File: src/hw/rtl/ordered_event_list_engine_assert.svh
// assertion macros shared by the ordered event list engine modules
`ifndef ORDERED_EVENT_LIST_ENGINE_ASSERT_SVH
`define ORDERED_EVENT_LIST_ENGINE_ASSERT_SVH

// condition must hold at every clock edge out of reset
`define OEL_ASSERT(label, cond, msg) \
  label: assert property (@(posedge clk_i) disable iff (!rst_ni) (cond)) else $error(msg);

// antecedent implies consequent in the same cycle
`define OEL_ASSERT_IMP(label, ante, cons, msg) \
  label: assert property (@(posedge clk_i) disable iff (!rst_ni) (ante) |-> (cons)) \
    else $error(msg);

// antecedent implies consequent in the next cycle
`define OEL_ASSERT_NXT(label, ante, cons, msg) \
  label: assert property (@(posedge clk_i) disable iff (!rst_ni) (ante) |=> (cons)) \
    else $error(msg);

`endif

File: src/hw/rtl/oel_pkg.sv
// shared types and constants of the ordered event list engine
`default_nettype none

package oel_pkg;

  localparam int CMD_W     = 3;
  localparam int POS_W     = 5;
  localparam int VAL_W     = 32;
  localparam int SEN_W     = 4;
  localparam int STAT_W    = 2;
  localparam int CNT_OUT_W = 5;
  localparam int ENTRY_W   = VAL_W + SEN_W;

  localparam logic [CMD_W-1:0] CMD_APPEND = 3'd0;
  localparam logic [CMD_W-1:0] CMD_INSERT = 3'd1;
  localparam logic [CMD_W-1:0] CMD_GET    = 3'd2;
  localparam logic [CMD_W-1:0] CMD_RM_VAL = 3'd3;
  localparam logic [CMD_W-1:0] CMD_RM_SEN = 3'd4;
  localparam logic [CMD_W-1:0] CMD_SIZE   = 3'd5;
  localparam logic [CMD_W-1:0] CMD_CLEAR  = 3'd6;

  localparam logic [STAT_W-1:0] ST_OK     = 2'd0;
  localparam logic [STAT_W-1:0] ST_FULL   = 2'd1;
  localparam logic [STAT_W-1:0] ST_BADPOS = 2'd2;

  // controller to datapath
  typedef struct packed {
    logic capture;
    logic append;
    logic clear;
    logic set_full;
    logic set_badpos;
    logic ins_start;
    logic cmp_start;
    logic walk_step;
    logic put_ins;
    logic get_read;
    logic get_done;
    logic cmp_finish;
    logic out_load;
  } oel_cmd_t;

  // datapath to controller
  typedef struct packed {
    logic [CMD_W-1:0] command;
    logic             pos_gt_cnt;
    logic             pos_ge_cnt;
    logic             pos_eq_cnt;
    logic             full;
    logic             empty;
    logic             walk_last;
    logic             out_free;
  } oel_stat_t;

endpackage

`default_nettype wire

File: src/hw/rtl/oel_if.sv
// command and response channel interfaces
`default_nettype none

interface oel_cmd_if;
  import oel_pkg::*;

  logic                    valid;
  logic                    ready;
  logic [CMD_W-1:0]        command;
  logic [POS_W-1:0]        position;
  logic signed [VAL_W-1:0] event_value;
  logic [SEN_W-1:0]        event_sensor;

  modport source (output valid, output command, output position, output event_value,
                  output event_sensor, input ready);
  modport sink   (input valid, input command, input position, input event_value,
                  input event_sensor, output ready);
endinterface

interface oel_rsp_if;
  import oel_pkg::*;

  logic                    valid;
  logic                    ready;
  logic [STAT_W-1:0]       status;
  logic signed [VAL_W-1:0] read_value;
  logic [SEN_W-1:0]        read_sensor;
  logic [CNT_OUT_W-1:0]    entry_count;
  logic [CNT_OUT_W-1:0]    removed_count;

  modport source (output valid, output status, output read_value, output read_sensor,
                  output entry_count, output removed_count, input ready);
  modport sink   (input valid, input status, input read_value, input read_sensor,
                  input entry_count, input removed_count, output ready);
endinterface

`default_nettype wire

File: src/hw/rtl/ordered_event_list_engine.sv
// Ordered event list engine: bounded ordered log of events with filtered delete.
// cmd_i carries one command per transaction (append, insert, get, remove by value,
// remove by sensor, size, clear) with a position, a value and a sensor kind.
// rsp_o returns exactly one result per command: status, the entry read by get,
// the entry count after the command and how many entries were removed.
// Entries live in one ram of DEPTH words; insert shifts and removals compact it
// with a pipelined walk that moves one entry per cycle.
// Append, size, clear and rejected commands finish without a walk; get waits for
// the registered ram read; insert walks from the tail down to the position, none
// at the tail, and a removal walks every entry, none on an empty list.
// One command is in work at a time; cmd_i is ready again the cycle after the
// result is loaded into the output register, even while rsp_o still stalls.
// If rsp_o stalls, the finished result waits in the sequencer until the output
// register frees. Reset empties the list; stored words need no clearing since
// only positions below the entry count are ever read.
`default_nettype none

module ordered_event_list_engine #(
  parameter int DEPTH = 16
) (
  input  wire logic  clk_i,
  input  wire logic  rst_ni,
  oel_cmd_if.sink    cmd_i,
  oel_rsp_if.source  rsp_o
);
  import oel_pkg::*;

  oel_cmd_t  ctl_cmd;
  oel_stat_t dp_stat;

  oel_ctrl u_ctrl (
    .clk_i     (clk_i),
    .rst_ni    (rst_ni),
    .in_valid_i(cmd_i.valid),
    .in_ready_o(cmd_i.ready),
    .stat_i    (dp_stat),
    .cmd_o     (ctl_cmd)
  );

  oel_dp #(
    .DEPTH(DEPTH)
  ) u_dp (
    .clk_i        (clk_i),
    .rst_ni       (rst_ni),
    .cmd_i        (ctl_cmd),
    .stat_o       (dp_stat),
    .in_command_i (cmd_i.command),
    .in_position_i(cmd_i.position),
    .in_value_i   (cmd_i.event_value),
    .in_sensor_i  (cmd_i.event_sensor),
    .out_valid_o  (rsp_o.valid),
    .out_ready_i  (rsp_o.ready),
    .out_status_o (rsp_o.status),
    .out_value_o  (rsp_o.read_value),
    .out_sensor_o (rsp_o.read_sensor),
    .out_entries_o(rsp_o.entry_count),
    .out_removed_o(rsp_o.removed_count)
  );

endmodule

`default_nettype wire

File: src/hw/rtl/oel_ram.sv
// generic single-write, single-read ram with registered read data
`default_nettype none

module oel_ram #(
  parameter int WIDTH = 36,
  parameter int DEPTH = 16
) (
  input  wire logic                     clk_i,
  input  wire logic                     we_i,
  input  wire logic [$clog2(DEPTH)-1:0] waddr_i,
  input  wire logic [WIDTH-1:0]         wdata_i,
  input  wire logic [$clog2(DEPTH)-1:0] raddr_i,
  output logic      [WIDTH-1:0]         rdata_o
);

  logic [WIDTH-1:0] mem_q [DEPTH];

  always_ff @(posedge clk_i) begin
    if (we_i) begin
      mem_q[waddr_i] <= wdata_i;
    end
    rdata_o <= mem_q[raddr_i];
  end

endmodule

`default_nettype wire

File: src/hw/rtl/oel_ctrl.sv
// command sequencer of the ordered event list engine
`default_nettype none
`include "ordered_event_list_engine_assert.svh"

module oel_ctrl (
  input  wire logic              clk_i,
  input  wire logic              rst_ni,
  input  wire logic              in_valid_i,
  output logic                   in_ready_o,
  input  wire oel_pkg::oel_stat_t stat_i,
  output oel_pkg::oel_cmd_t      cmd_o
);
  import oel_pkg::*;

  localparam logic [2:0] S_IDLE   = 3'd0;
  localparam logic [2:0] S_DECIDE = 3'd1;
  localparam logic [2:0] S_WALK   = 3'd2;
  localparam logic [2:0] S_DRAIN  = 3'd3;
  localparam logic [2:0] S_PUT    = 3'd4;
  localparam logic [2:0] S_FIN    = 3'd5;
  localparam logic [2:0] S_GETW   = 3'd6;
  localparam logic [2:0] S_DONE   = 3'd7;

  logic [2:0] state_q, state_d;

  always_comb begin
    state_d    = state_q;
    cmd_o      = '0;
    in_ready_o = 1'b0;
    unique case (state_q)
      S_IDLE: begin
        in_ready_o = 1'b1;
        if (in_valid_i) begin
          cmd_o.capture = 1'b1;
          state_d       = S_DECIDE;
        end
      end
      S_DECIDE: begin
        state_d = S_DONE;
        unique case (stat_i.command) inside
          CMD_APPEND: begin
            if (stat_i.full) cmd_o.set_full = 1'b1;
            else             cmd_o.append   = 1'b1;
          end
          CMD_INSERT: begin
            if (stat_i.pos_gt_cnt) begin
              cmd_o.set_badpos = 1'b1;
            end else if (stat_i.full) begin
              cmd_o.set_full = 1'b1;
            end else if (stat_i.pos_eq_cnt) begin
              state_d = S_PUT;
            end else begin
              cmd_o.ins_start = 1'b1;
              state_d         = S_WALK;
            end
          end
          CMD_GET: begin
            if (stat_i.pos_ge_cnt) begin
              cmd_o.set_badpos = 1'b1;
            end else begin
              cmd_o.get_read = 1'b1;
              state_d        = S_GETW;
            end
          end
          CMD_RM_VAL, CMD_RM_SEN: begin
            if (!stat_i.empty) begin
              cmd_o.cmp_start = 1'b1;
              state_d         = S_WALK;
            end
          end
          CMD_CLEAR: cmd_o.clear = 1'b1;
          default: ;
        endcase
      end
      S_WALK: begin
        cmd_o.walk_step = 1'b1;
        if (stat_i.walk_last) state_d = S_DRAIN;
      end
      // last pending shift or copy is written here
      S_DRAIN: state_d = (stat_i.command == CMD_INSERT) ? S_PUT : S_FIN;
      S_PUT: begin
        cmd_o.put_ins = 1'b1;
        state_d       = S_DONE;
      end
      S_FIN: begin
        cmd_o.cmp_finish = 1'b1;
        state_d          = S_DONE;
      end
      S_GETW: begin
        cmd_o.get_done = 1'b1;
        state_d        = S_DONE;
      end
      S_DONE: begin
        if (stat_i.out_free) begin
          cmd_o.out_load = 1'b1;
          state_d        = S_IDLE;
        end
      end
      default: state_d = S_IDLE;
    endcase
  end

  always_ff @(posedge clk_i or negedge rst_ni) begin
    if (!rst_ni) begin
      state_q <= S_IDLE;
    end else begin
      state_q <= state_d;
    end
  end

  `OEL_ASSERT_IMP(a_load_needs_room, cmd_o.out_load, stat_i.out_free, "result over a pending one")
  `OEL_ASSERT(a_one_writer, !(cmd_o.walk_step && (cmd_o.put_ins || cmd_o.append)), "ram conflict")
  `OEL_ASSERT_NXT(a_capture_decides, cmd_o.capture, !in_ready_o, "new transaction taken while busy")

endmodule

`default_nettype wire

File: src/hw/rtl/oel_dp.sv
// entry storage, walk pointers and result registers of the event list
`default_nettype none
`include "ordered_event_list_engine_assert.svh"

module oel_dp #(
  parameter int DEPTH = 16
) (
  input  wire logic                            clk_i,
  input  wire logic                            rst_ni,
  input  wire oel_pkg::oel_cmd_t               cmd_i,
  output oel_pkg::oel_stat_t                   stat_o,
  input  wire logic [oel_pkg::CMD_W-1:0]       in_command_i,
  input  wire logic [oel_pkg::POS_W-1:0]       in_position_i,
  input  wire logic signed [oel_pkg::VAL_W-1:0] in_value_i,
  input  wire logic [oel_pkg::SEN_W-1:0]       in_sensor_i,
  output logic                                 out_valid_o,
  input  wire logic                            out_ready_i,
  output logic [oel_pkg::STAT_W-1:0]           out_status_o,
  output logic signed [oel_pkg::VAL_W-1:0]     out_value_o,
  output logic [oel_pkg::SEN_W-1:0]            out_sensor_o,
  output logic [oel_pkg::CNT_OUT_W-1:0]        out_entries_o,
  output logic [oel_pkg::CNT_OUT_W-1:0]        out_removed_o
);
  import oel_pkg::*;

  localparam int AW = $clog2(DEPTH);
  localparam int CW = $clog2(DEPTH + 1);
  localparam int XW = (CW > POS_W) ? CW : POS_W;

  logic [CMD_W-1:0]        cmd_q;
  logic [POS_W-1:0]        pos_q;
  logic signed [VAL_W-1:0] val_q;
  logic [SEN_W-1:0]        sen_q;
  logic [CW-1:0]           cnt_q;
  logic [AW-1:0]           rd_q;
  logic [CW-1:0]           wr_q;
  logic                    pend_q;
  logic [AW-1:0]           pend_addr_q;
  logic [STAT_W-1:0]       status_q;
  logic signed [VAL_W-1:0] rv_q;
  logic [SEN_W-1:0]        rs_q;
  logic [CW-1:0]           removed_q;
  logic                    out_valid_q;

  logic [XW-1:0]      pos_x, cnt_x, rd_x, rem_x;
  logic               is_ins, is_rm, hit;
  logic               we;
  logic [AW-1:0]      waddr, raddr;
  logic [ENTRY_W-1:0] wdata, rdata;

  assign pos_x  = XW'(pos_q);
  assign cnt_x  = XW'(cnt_q);
  assign rd_x   = XW'(rd_q);
  assign rem_x  = XW'(removed_q);
  assign is_ins = (cmd_q == CMD_INSERT);
  assign is_rm  = (cmd_q == CMD_RM_VAL) || (cmd_q == CMD_RM_SEN);
  assign hit    = (cmd_q == CMD_RM_SEN) ? (rdata[VAL_W +: SEN_W] == sen_q)
                                        : (rdata[VAL_W-1:0] == val_q);

  always_comb begin
    stat_o.command    = cmd_q;
    stat_o.pos_gt_cnt = (pos_x > cnt_x);
    stat_o.pos_ge_cnt = (pos_x >= cnt_x);
    stat_o.pos_eq_cnt = (pos_x == cnt_x);
    stat_o.full       = (cnt_q == CW'(DEPTH));
    stat_o.empty      = (cnt_q == '0);
    stat_o.walk_last  = is_ins ? (rd_x == pos_x) : ((rd_x + XW'(1)) == cnt_x);
    stat_o.out_free   = !out_valid_q || out_ready_i;
  end

  // one write port: pending shift/copy, append at tail, or insert at position
  always_comb begin
    we    = 1'b0;
    waddr = pend_addr_q + AW'(1);
    wdata = rdata;
    if (pend_q) begin
      if (is_ins) begin
        we = 1'b1;
      end else begin
        we    = !hit;
        waddr = wr_q[AW-1:0];
      end
    end else if (cmd_i.append) begin
      we    = 1'b1;
      waddr = cnt_q[AW-1:0];
      wdata = {sen_q, val_q};
    end else if (cmd_i.put_ins) begin
      we    = 1'b1;
      waddr = pos_x[AW-1:0];
      wdata = {sen_q, val_q};
    end
  end

  assign raddr = cmd_i.get_read ? pos_x[AW-1:0] : rd_q;

  oel_ram #(
    .WIDTH(ENTRY_W),
    .DEPTH(DEPTH)
  ) u_store (
    .clk_i  (clk_i),
    .we_i   (we),
    .waddr_i(waddr),
    .wdata_i(wdata),
    .raddr_i(raddr),
    .rdata_o(rdata)
  );

  always_ff @(posedge clk_i or negedge rst_ni) begin
    if (!rst_ni) begin
      cnt_q       <= '0;
      pend_q      <= 1'b0;
      out_valid_q <= 1'b0;
    end else begin
      pend_q <= cmd_i.walk_step;
      if (cmd_i.append || cmd_i.put_ins) begin
        cnt_q <= cnt_q + CW'(1);
      end else if (cmd_i.clear) begin
        cnt_q <= '0;
      end else if (cmd_i.cmp_finish) begin
        cnt_q <= wr_q;
      end
      if (cmd_i.out_load) begin
        out_valid_q <= 1'b1;
      end else if (out_ready_i) begin
        out_valid_q <= 1'b0;
      end
    end
  end

  always_ff @(posedge clk_i) begin
    if (cmd_i.capture) begin
      cmd_q     <= in_command_i;
      pos_q     <= in_position_i;
      val_q     <= in_value_i;
      sen_q     <= in_sensor_i;
      status_q  <= ST_OK;
      rv_q      <= '0;
      rs_q      <= '0;
      removed_q <= '0;
    end
    if (cmd_i.set_full)   status_q <= ST_FULL;
    if (cmd_i.set_badpos) status_q <= ST_BADPOS;
    if (cmd_i.get_done) begin
      rv_q <= rdata[VAL_W-1:0];
      rs_q <= rdata[VAL_W +: SEN_W];
    end
    if (cmd_i.clear)      removed_q <= cnt_q;
    if (cmd_i.cmp_finish) removed_q <= cnt_q - wr_q;

    if (cmd_i.ins_start) begin
      rd_q <= AW'(cnt_q - CW'(1));
    end else if (cmd_i.cmp_start) begin
      rd_q <= '0;
      wr_q <= '0;
    end else if (cmd_i.walk_step) begin
      rd_q <= is_ins ? (rd_q - AW'(1)) : (rd_q + AW'(1));
    end
    pend_addr_q <= rd_q;
    // survivors are packed toward the head
    if (pend_q && !is_ins && !hit) begin
      wr_q <= wr_q + CW'(1);
    end

    if (cmd_i.out_load) begin
      out_status_o  <= status_q;
      out_value_o   <= rv_q;
      out_sensor_o  <= rs_q;
      out_entries_o <= cnt_x[CNT_OUT_W-1:0];
      out_removed_o <= rem_x[CNT_OUT_W-1:0];
    end
  end

  assign out_valid_o = out_valid_q;

  `OEL_ASSERT(a_cnt_bound, cnt_q <= CW'(DEPTH), "entry count beyond depth")
  `OEL_ASSERT_IMP(a_pend_mode, pend_q, is_ins || is_rm, "walk write outside insert or remove")
  `OEL_ASSERT_IMP(a_pack_behind, pend_q && !is_ins, wr_q <= XW'(pend_addr_q), "pack ahead of read")

endmodule

`default_nettype wire
File: src/flat_wrapper.sv
// flat-port wrapper written by rule: the top's interface ports become plain ports
module ordered_event_list_engine_flat import oel_pkg::*;
#(
  parameter int DEPTH = 16
)
  (clk_i, rst_ni, cmd_i_valid, cmd_i_command, cmd_i_position, cmd_i_event_value, cmd_i_event_sensor, cmd_i_ready, rsp_o_valid, rsp_o_status, rsp_o_read_value, rsp_o_read_sensor, rsp_o_entry_count, rsp_o_removed_count, rsp_o_ready);
  oel_cmd_if cmd_i_i ();
  oel_rsp_if rsp_o_i ();
  input  wire logic clk_i;
  input  wire logic rst_ni;
  input wire logic [$bits(cmd_i_i.valid)-1:0] cmd_i_valid;
  input wire logic [$bits(cmd_i_i.command)-1:0] cmd_i_command;
  input wire logic [$bits(cmd_i_i.position)-1:0] cmd_i_position;
  input wire logic [$bits(cmd_i_i.event_value)-1:0] cmd_i_event_value;
  input wire logic [$bits(cmd_i_i.event_sensor)-1:0] cmd_i_event_sensor;
  output wire logic [$bits(cmd_i_i.ready)-1:0] cmd_i_ready;
  output wire logic [$bits(rsp_o_i.valid)-1:0] rsp_o_valid;
  output wire logic [$bits(rsp_o_i.status)-1:0] rsp_o_status;
  output wire logic [$bits(rsp_o_i.read_value)-1:0] rsp_o_read_value;
  output wire logic [$bits(rsp_o_i.read_sensor)-1:0] rsp_o_read_sensor;
  output wire logic [$bits(rsp_o_i.entry_count)-1:0] rsp_o_entry_count;
  output wire logic [$bits(rsp_o_i.removed_count)-1:0] rsp_o_removed_count;
  input wire logic [$bits(rsp_o_i.ready)-1:0] rsp_o_ready;
  assign cmd_i_i.valid = cmd_i_valid;
  assign cmd_i_i.command = cmd_i_command;
  assign cmd_i_i.position = cmd_i_position;
  assign cmd_i_i.event_value = cmd_i_event_value;
  assign cmd_i_i.event_sensor = cmd_i_event_sensor;
  assign cmd_i_ready = cmd_i_i.ready;
  assign rsp_o_valid = rsp_o_i.valid;
  assign rsp_o_status = rsp_o_i.status;
  assign rsp_o_read_value = rsp_o_i.read_value;
  assign rsp_o_read_sensor = rsp_o_i.read_sensor;
  assign rsp_o_entry_count = rsp_o_i.entry_count;
  assign rsp_o_removed_count = rsp_o_i.removed_count;
  assign rsp_o_i.ready = rsp_o_ready;
  ordered_event_list_engine #(.DEPTH(DEPTH)) u_core (.clk_i(clk_i), .rst_ni(rst_ni), .cmd_i(cmd_i_i), .rsp_o(rsp_o_i));
endmodule
File: config.mk
export PLATFORM = sky130hd
export DESIGN_NAME = ordered_event_list_engine_flat
export DESIGN_NICKNAME = d
export VERILOG_FILES = /design/src/hw/rtl/oel_pkg.sv /design/src/hw/rtl/oel_if.sv /design/src/hw/rtl/ordered_event_list_engine.sv /design/src/hw/rtl/oel_ram.sv /design/src/hw/rtl/oel_ctrl.sv /design/src/hw/rtl/oel_dp.sv /design/src/flat_wrapper.sv
export VERILOG_INCLUDE_DIRS = /design/src /design/src/hw/rtl
export SDC_FILE = /design/constraint.sdc
export NUM_CORES = 1
export LEC_CHECK = 0
export BUFFER_PORTS_ARGS = -buffer_cell sky130_fd_sc_hd__buf_2
export CAP_MARGIN = 20
export CORE_ASPECT_RATIO = 0.5
export CORE_MARGIN = 2
export CORE_UTILIZATION = 30
export CTS_CLUSTER_DIAMETER = 100
export CTS_CLUSTER_SIZE = 30
export DETAILED_ROUTE_END_ITERATION = 10
export PLACE_DENSITY = 0.43
export SYNTH_ARGS = -nofsm -noshare
export SYNTH_HDL_FRONTEND = slang
export SYNTH_SLANG_ARGS = --single-unit
File: constraint.sdc
create_clock -name clk_i -period 7.1 [get_ports clk_i]
set_clock_uncertainty 0.05 [all_clocks]
set_input_delay 1.065 -clock clk_i [delete_from_list [all_inputs] [get_ports clk_i]]
set_output_delay 1.065 -clock clk_i [all_outputs]
set_load 0.02 [all_outputs]
# Word level (Yosys, flattened, before mapping)

Memories as Yosys holds them, arrays and structs flattened. A register that Yosys moved wholly into a read port is not among the register bits.
Index checks and enable logic that the tools add are counted.

Add/subtract/negate cells: 8
Magnitude comparators: 2
Equal/unequal tests: 22
Multiplexer cells: 76
Reduce and logical (&&, ||, !) cells: 21

Operators with widths:

| kind                                                                   | number |
|---|---|
| 36-bit 2-to-1 mux                                                      | 3 |
| 32-bit 2-to-1 mux                                                      | 2 |
| 5-bit 2-to-1 mux                                                       | 9 |
| 4-bit 2-to-1 mux                                                       | 11 |
| 1-bit 2-to-1 mux                                                       | 37 |
| 32-bit equality test                                                   | 1 |
| 3-bit 2-to-1 mux                                                       | 7 |
| 3-bit equality test (second input constant)                            | 6 |
| 3-bit case mux with 6 select lines                                     | 1 |
| 3-bit by 2-bit equality test with 1-bit output (second input constant) | 4 |
| 5-bit by 1-bit adder with 5-bit output (second input constant)         | 2 |
| 5-bit equality test                                                    | 2 |
| 3-bit case mux with 3 select lines                                     | 1 |
| 3-bit nonzero test                                                     | 3 |
| 4-bit by 1-bit adder with 4-bit output (second input constant)         | 2 |
| 2-bit nonzero test                                                     | 4 |
| 4-bit by 1-bit subtractor with 4-bit output (second input constant)    | 2 |
| 3-bit by 1-bit equality test with 1-bit output (second input constant) | 2 |
| 3-bit logical NOT                                                      | 2 |
| 6-bit 2-to-1 mux                                                       | 1 |
| 4-bit by 1-bit adder with 5-bit output (second input constant)         | 1 |
| 4-bit by 5-bit equality test with 1-bit output                         | 1 |
| 5-bit equality test (second input constant)                            | 1 |
| 5-bit greater-or-equal comparator                                      | 1 |
| 15 further kinds                                                       | 23 |

Input bits: 48
Memories: 1
Logic and storage cells: 150
RAM bits: 576
Output and inout bits: 50
Register bits after elaboration: 158

Memory list:

| name                      | depth | width | rd ports | clocked after memory_dff | write ports | RTL line      | RTL |
|---|---|---|---|---|---|---|---|
| u_core.u_dp.u_store.mem_q | 16    | 36    | 1        | 1                        | 1           | oel_ram.sv:16 | `logic [WIDTH-1:0] mem_q [DEPTH];` |

# Longest topological paths before layout

Depth in word-level cells: 10
Mapped depth: 14
Gate-level depth less buffers: 9

# By module

A second synthesis with hierarchy kept.

Cell total of the unflattened synthesis: 1481
Area, all modules: 29876.2 µm²

By module, submodules not included:

| module   | sequential area each (µm²) | area each (µm²) | cells an instance | times used |
|---|---|---|---|---|
| oel_ram  | 18017.3                    | 22318.9         | 938               | 1 |
| oel_dp   | 4559.4                     | 7135.6          | 486               | 1 |
| oel_ctrl | 75.1                       | 421.7           | 57                | 1 |

# Worst setup path after synthesis

OpenSTA, ideal clock, no wires.

Kind: register to register
Start point: register u_core.u_dp.cnt_q[0]
End point: memory u_core.u_dp.u_store.mem_q[3][0], enable pin
Setup slack: 0.585 ns
Required time: 6.531 ns
Arrival: 5.946 ns
Library setup time: 0.519 ns
Period minus slack after synthesis: 6.515 ns
Buffers on the path: 4
Stages on the path, launching flop included: 13
Path through: dfrtp_1 clkbuf_1 inv_1 ha_1 and4bb_2 or4_4 buf_6 and2_4 buf_6 mux2i_4 a21oi_4 buf_6 nor4_1

Cells in the longest elaborated chain, start to end: 8
Elaborated cells between the ends (all ways): 10
Classes of those cells: eq/ne (1); mux (9)

RTL lines:

| what                                   | RTL line       | RTL |
|---|---|---|
| from (decl)                            | oel_dp.sv:34   | `logic [CW-1:0] cnt_q;` |
| from (signal assigned)                 | oel_dp.sv:116  | `cnt_q <= cnt_q + CW'(1);` |
| from (signal assigned)                 | oel_dp.sv:120  | `cnt_q <= wr_q;` |
| 5-bit equality test                    | oel_dp.sv:65   | `stat_o.full = (cnt_q == CW'(DEPTH));` |
| 1-bit 2-to-1 mux                       | oel_ctrl.sv:42 | `if (stat_i.full) cmd_o.set_full = 1'b1;` |
| 1-bit 2-to-1 mux                       | oel_ctrl.sv:40 | `unique case (stat_i.command) inside` |
| 6-bit 2-to-1 mux                       | oel_ctrl.sv:30 | `unique case (state_q)` |
| 1-bit 2-to-1 mux                       | oel_dp.sv:83   | `end else if (cmd_i.append) begin` |
| 1-bit 2-to-1 mux                       | oel_dp.sv:76   | `if (pend_q) begin` |
| 1-bit 2-to-1 mux                       | oel_ram.sv:19  | `if (we_i) begin` |
| 1-bit 2-to-1 mux (not written as such) | oel_ram.sv:20  | `mem_q[waddr_i] <= wdata_i;` |
| to (decl)                              | oel_ram.sv:16  |  |

Parallel ways exist; a longest one is shown, timed or not.

# Worst setup path after layout

Start point: register u_core.u_dp.cnt_q[2]
End point: register u_core.u_dp.u_store.rdata_o[3] (read register of u_core.u_dp.u_store.mem_q)

Cells in the longest elaborated chain, start to end: 5

RTL lines:

| what                              | RTL line       | RTL |
|---|---|---|
| 5-bit greater-or-equal comparator | oel_dp.sv:63   | `stat_o.pos_ge_cnt = (pos_x >= cnt_x);` |
| 1-bit 2-to-1 mux                  | oel_ctrl.sv:58 | `if (stat_i.pos_ge_cnt) begin` |
| 1-bit 2-to-1 mux                  | oel_ctrl.sv:40 |  |
| 1-bit 2-to-1 mux                  | oel_ctrl.sv:30 |  |
| 4-bit 2-to-1 mux                  | oel_dp.sv:94   | `assign raddr = cmd_i.get_read ? pos_x[AW-1:0] : rd_q;` |
| to (decl)                         | oel_ram.sv:13  | `output logic [WIDTH-1:0] rdata_o` |

No other way between the ends.
A chain may end at the register's enable or synchronous reset.

==> impl_results.md <==
- Leak pwr: ~13 nW
- Crit path max fanout: roughly 150
- Row count: 91
- Most frequent cell after synthesis: nand2_1
- Biggest area consumer among synthesized cells: edfxtp_1
- Mapped Nets: around 3500
- Grt peak-use layer: met2
- CP required: between 7 and 8 ns
- WP data arrival: just under 6 ns
- Synth Cell Area: ~38000 um2
- Vias per Instance: around 5.9
- RSZ-0062 raised after global routing: no
- # resized after CTS: 0
- Port buffer count: between 90 and 100
- Initial antenna violation count: 6
- Worst skew pair latency: 0.69 ns
- Total negative slack: 0 ns
- Die area: ~130000 um2
- HP Class: input pin to async pin
- Crit-path cells: inv_1 > ha_1 > a21oi_1 > o21a_4 > buf_12 > buf_4 > a21oi_1 > a311oi_1 > o22ai_1 > or4_1
- Global-route wire length before repair: just over 200000 um
- Core area: 124000 um2
- Setup Buffers After CTS: 0
- Met1 track demand over resource: a little under a third
- Register bit total from synthesis: 770
- Routed WL: between 100000 and 150000 um
- Vias in the first global route: 28000
- PD cells: roughly 350 nW/um2
- Worst-path clk slew: around 0.12 ns
- Syn Area/Cell: ~11 um2
- Post-synth top cells: 897 x nand2_1, 718 x edfxtp_1, 308 x a21oi_1, 290 x a211oi_1, 288 x a311oi_1
- Drt pass-1 iters: 6
- Endpoints failing setup: 0
- Initial DRC Count: around 3300
- Met2 Use GR: about a third
- CP startpoint kind: register
- Crit path buf inv count: 3
- Fin Hold WS: 0.185 ns
- Crit end category: register
- Upper clock frequency limit: between 0.15 and 0.2 GHz
- YS warnings: 0
- Hpwl dp: between 70000 and 80000 um
- Overflow after GRT: 0
- Tcrit/Tclk final: 76.2%
- Synth top area cells: edfxtp_1 57%, nand2_1 9.0%, a311oi_1 6.7%, a211oi_1 5.8%, a21oi_1 4.1%
- CP delay by family, top: compound AO/OA/AOI/OAI gates
- Worst slew pin tran: between 1 and 1.5 ns
- Status: completed
- Placed cells: between 4000 and 5000
- Clk sinks: slightly below 800
- Antenna cell count: 0
- Die H: roughly 250 um
- CTS Buf Count: 30
- Largest net degree at the start of global routing: roughly 180
- Initial Utilization: between 30% and 40%
- VDD IR max: a little under 0.3 mV
- Sequential share of the synthesized area: 60.2%
- IO Pins: 98
- Routed via count: slightly below 30000
- Slew headroom: 25.6%
- Area growth syn-to-layout: 7.67%
- Clock buffer depth: 3
- Slowest CP cell: buf_4
- Max Slew Vio Count: 0
- Synth top area share: 57.3%
- Met3 Usage GRT: between 3 and 4%
- Post-synth top flop: edfxtp_1
- Post-synth EDFFs: 718
- Root buffer cell: clkbuf_16
- Distinct cell type count of the synthesized netlist: between 60 and 70
- Max incr delay on CP: 0.89 ns
- CP dominant cell by count: a21oi_1
- CTS tree: yes
- Layout cell share with drive strength beyond 1: around 8.6%
- Post-layout nets: roughly 3300
- Ys async rst share: 1.30%
- Final Hold Vio Count: 0
- H-Tree Level Count: 1
- Gate count of the mapped netlist: 3426
- Placer Congestion: between 0.7 and 0.8
- Max Cap Violations: 0
- Die X: approximately 500 um
- CTS Hold Bufs: 0
- Post-route ant nets: 0
- Post-Layout Cell Count: between 4000 and 5000
- Fin util: roughly 33%
- Filler cells: between 10000 and 15000
- GRT Total Usage: about a fifth
- Setup CP Type: register to register
- DRC Markers: 0
- WL/cell: around 28 um
- Fin crit period: around 5.4 ns
where the power goes:
part / switching, mW / internal, mW / total, mW
combinational: 3.90 / 1.23 / 5.13
sequential: 0.604 / 6.29 / 6.89
clock: 1.47 / 0.828 / 2.29
total: 5.97 / 8.35 / 14.3
flip-flops by register name (all words and copies together) (netlist names), 3 cells and up:
signal and flops:
u_core.u_ctrl.state_q 3, u_core.u_dp.out_entries_o 5, u_core.u_dp.out_removed_o 5, u_core.u_dp.u_store.rdata_o 36, u_core.u_dp.rs_q 4, u_core.u_dp.val_q 32, u_core.u_dp.cmd_q 3, u_core.u_dp.wr_q 5
u_core.u_dp.pos_q 5, u_core.u_dp.sen_q 4, u_core.u_dp.cnt_q 5, u_core.u_dp.out_value_o 32, u_core.u_dp.rd_q 4, u_core.u_dp.rv_q 32, u_core.u_dp.out_sensor_o 4, u_core.u_dp.rem_x 5
u_core.u_dp.u_store.mem_q 576, u_core.u_dp.pend_addr_q 4
metrics by stage:
stage	instance area, um2	worst slack, ns	power (mW)
after floorplan	37600	0.585	9.87
after global placement	39600	1.60	12.0
after detailed placement	39600	1.80	12.1
after CTS	40500	1.76	14.3
after global routing	40500	1.52	14.9
final	40500	1.69	14.3
logic make-up (layout without fill, tap and decap cells):
kind of cell    after synthesis  after routing  synth area share, %
compound gates             1089           1089                 20.3
buf+inv                     367            239                 4.03
mux                          46             46                 1.38
xor+xnor                     58             58                 1.35
fa+ha+maj                    19             19                0.672
simple gates               1077           1077                 12.0
flops                       770            770                 60.2
worst register-to-register path: stages, from the launching register on:
cell and delay, ns:
dfrtp_1 0.59, inv_1 0.15, ha_1 0.31, a21oi_1 0.31
o21a_4 0.85, buf_12 0.77, buf_4 1.02, a21oi_1 0.16
a311oi_1 0.35, o22ai_1 0.16, or4_1 0.56
area by class of cell:
class | count | area, um2 | share of cell area (%)
Multi-Input combinational cell | 2289 | 13700 | 33.7
Sequential cell | 770 | 22700 | 55.9
Timing Repair Buffer | 164 | 1110 | 2.74
Clock inverter | 7 | 55.1 | 0.136
Tap cell | 1674 | 2090 | 5.17
Clock buffer | 43 | 821 | 2.03
Inverter | 25 | 109 | 0.269
final timing paths:
kind / slack (ns) / end / from / cells after the start
max: 1.69 / u_core.u_dp.u_store.rdata_o[3] / u_core.u_dp.cnt_q[2] / 10
min: 0.18 / u_core.u_dp.cnt_q[2] / rst_ni / 1
max reg2reg: 1.69 / u_core.u_dp.u_store.rdata_o[3] / u_core.u_dp.cnt_q[2] / 10
min reg2reg: 0.38 / u_core.u_dp.out_value_o[29] / u_core.u_dp.rv_q[29] / 0
max in group asynchronous: 6.60 / u_core.u_dp.out_valid_o / rst_ni / 1
min in group clk_i: 0.38 / u_core.u_dp.out_value_o[29] / u_core.u_dp.rv_q[29] / 0
metal layers:
layer,vias to the layer above,part of all wire [%]
met5,-,0.0092
met4,2,2.2
met3,164,8.0
met2,1350,43
met1,15100,47
li1,12800,-
layout by cell type (no fill, tap or decap), types with 4 or more instances in the layout:
master     count
a211oi_1     290
a21oi_1      308
a311oi_1     288
a31oi_4        6
and2_1        38
buf_12         8
buf_2         97
buf_4         58
clkbuf_1      12
clkbuf_16     31
dfrtp_1       10
dfxtp_1       42
edfxtp_1     718
ha_1          17
inv_1         22
mux2_1         4
mux2_2        34
mux2i_1        7
nand2_1      897
nand2b_1       5
nand3_1       18
nand4_1        4
nor2_1        19
nor2b_1        5
nor3_1         6
nor3b_1        4
nor4_1        11
nor4_2        16
o211ai_1       5
o21a_1         4
o21ai_0       12
o22ai_1      149
or4_1         36
xnor2_1       18
xor2_1        40
Note: power is estimated with default switching activity, not from simulation.
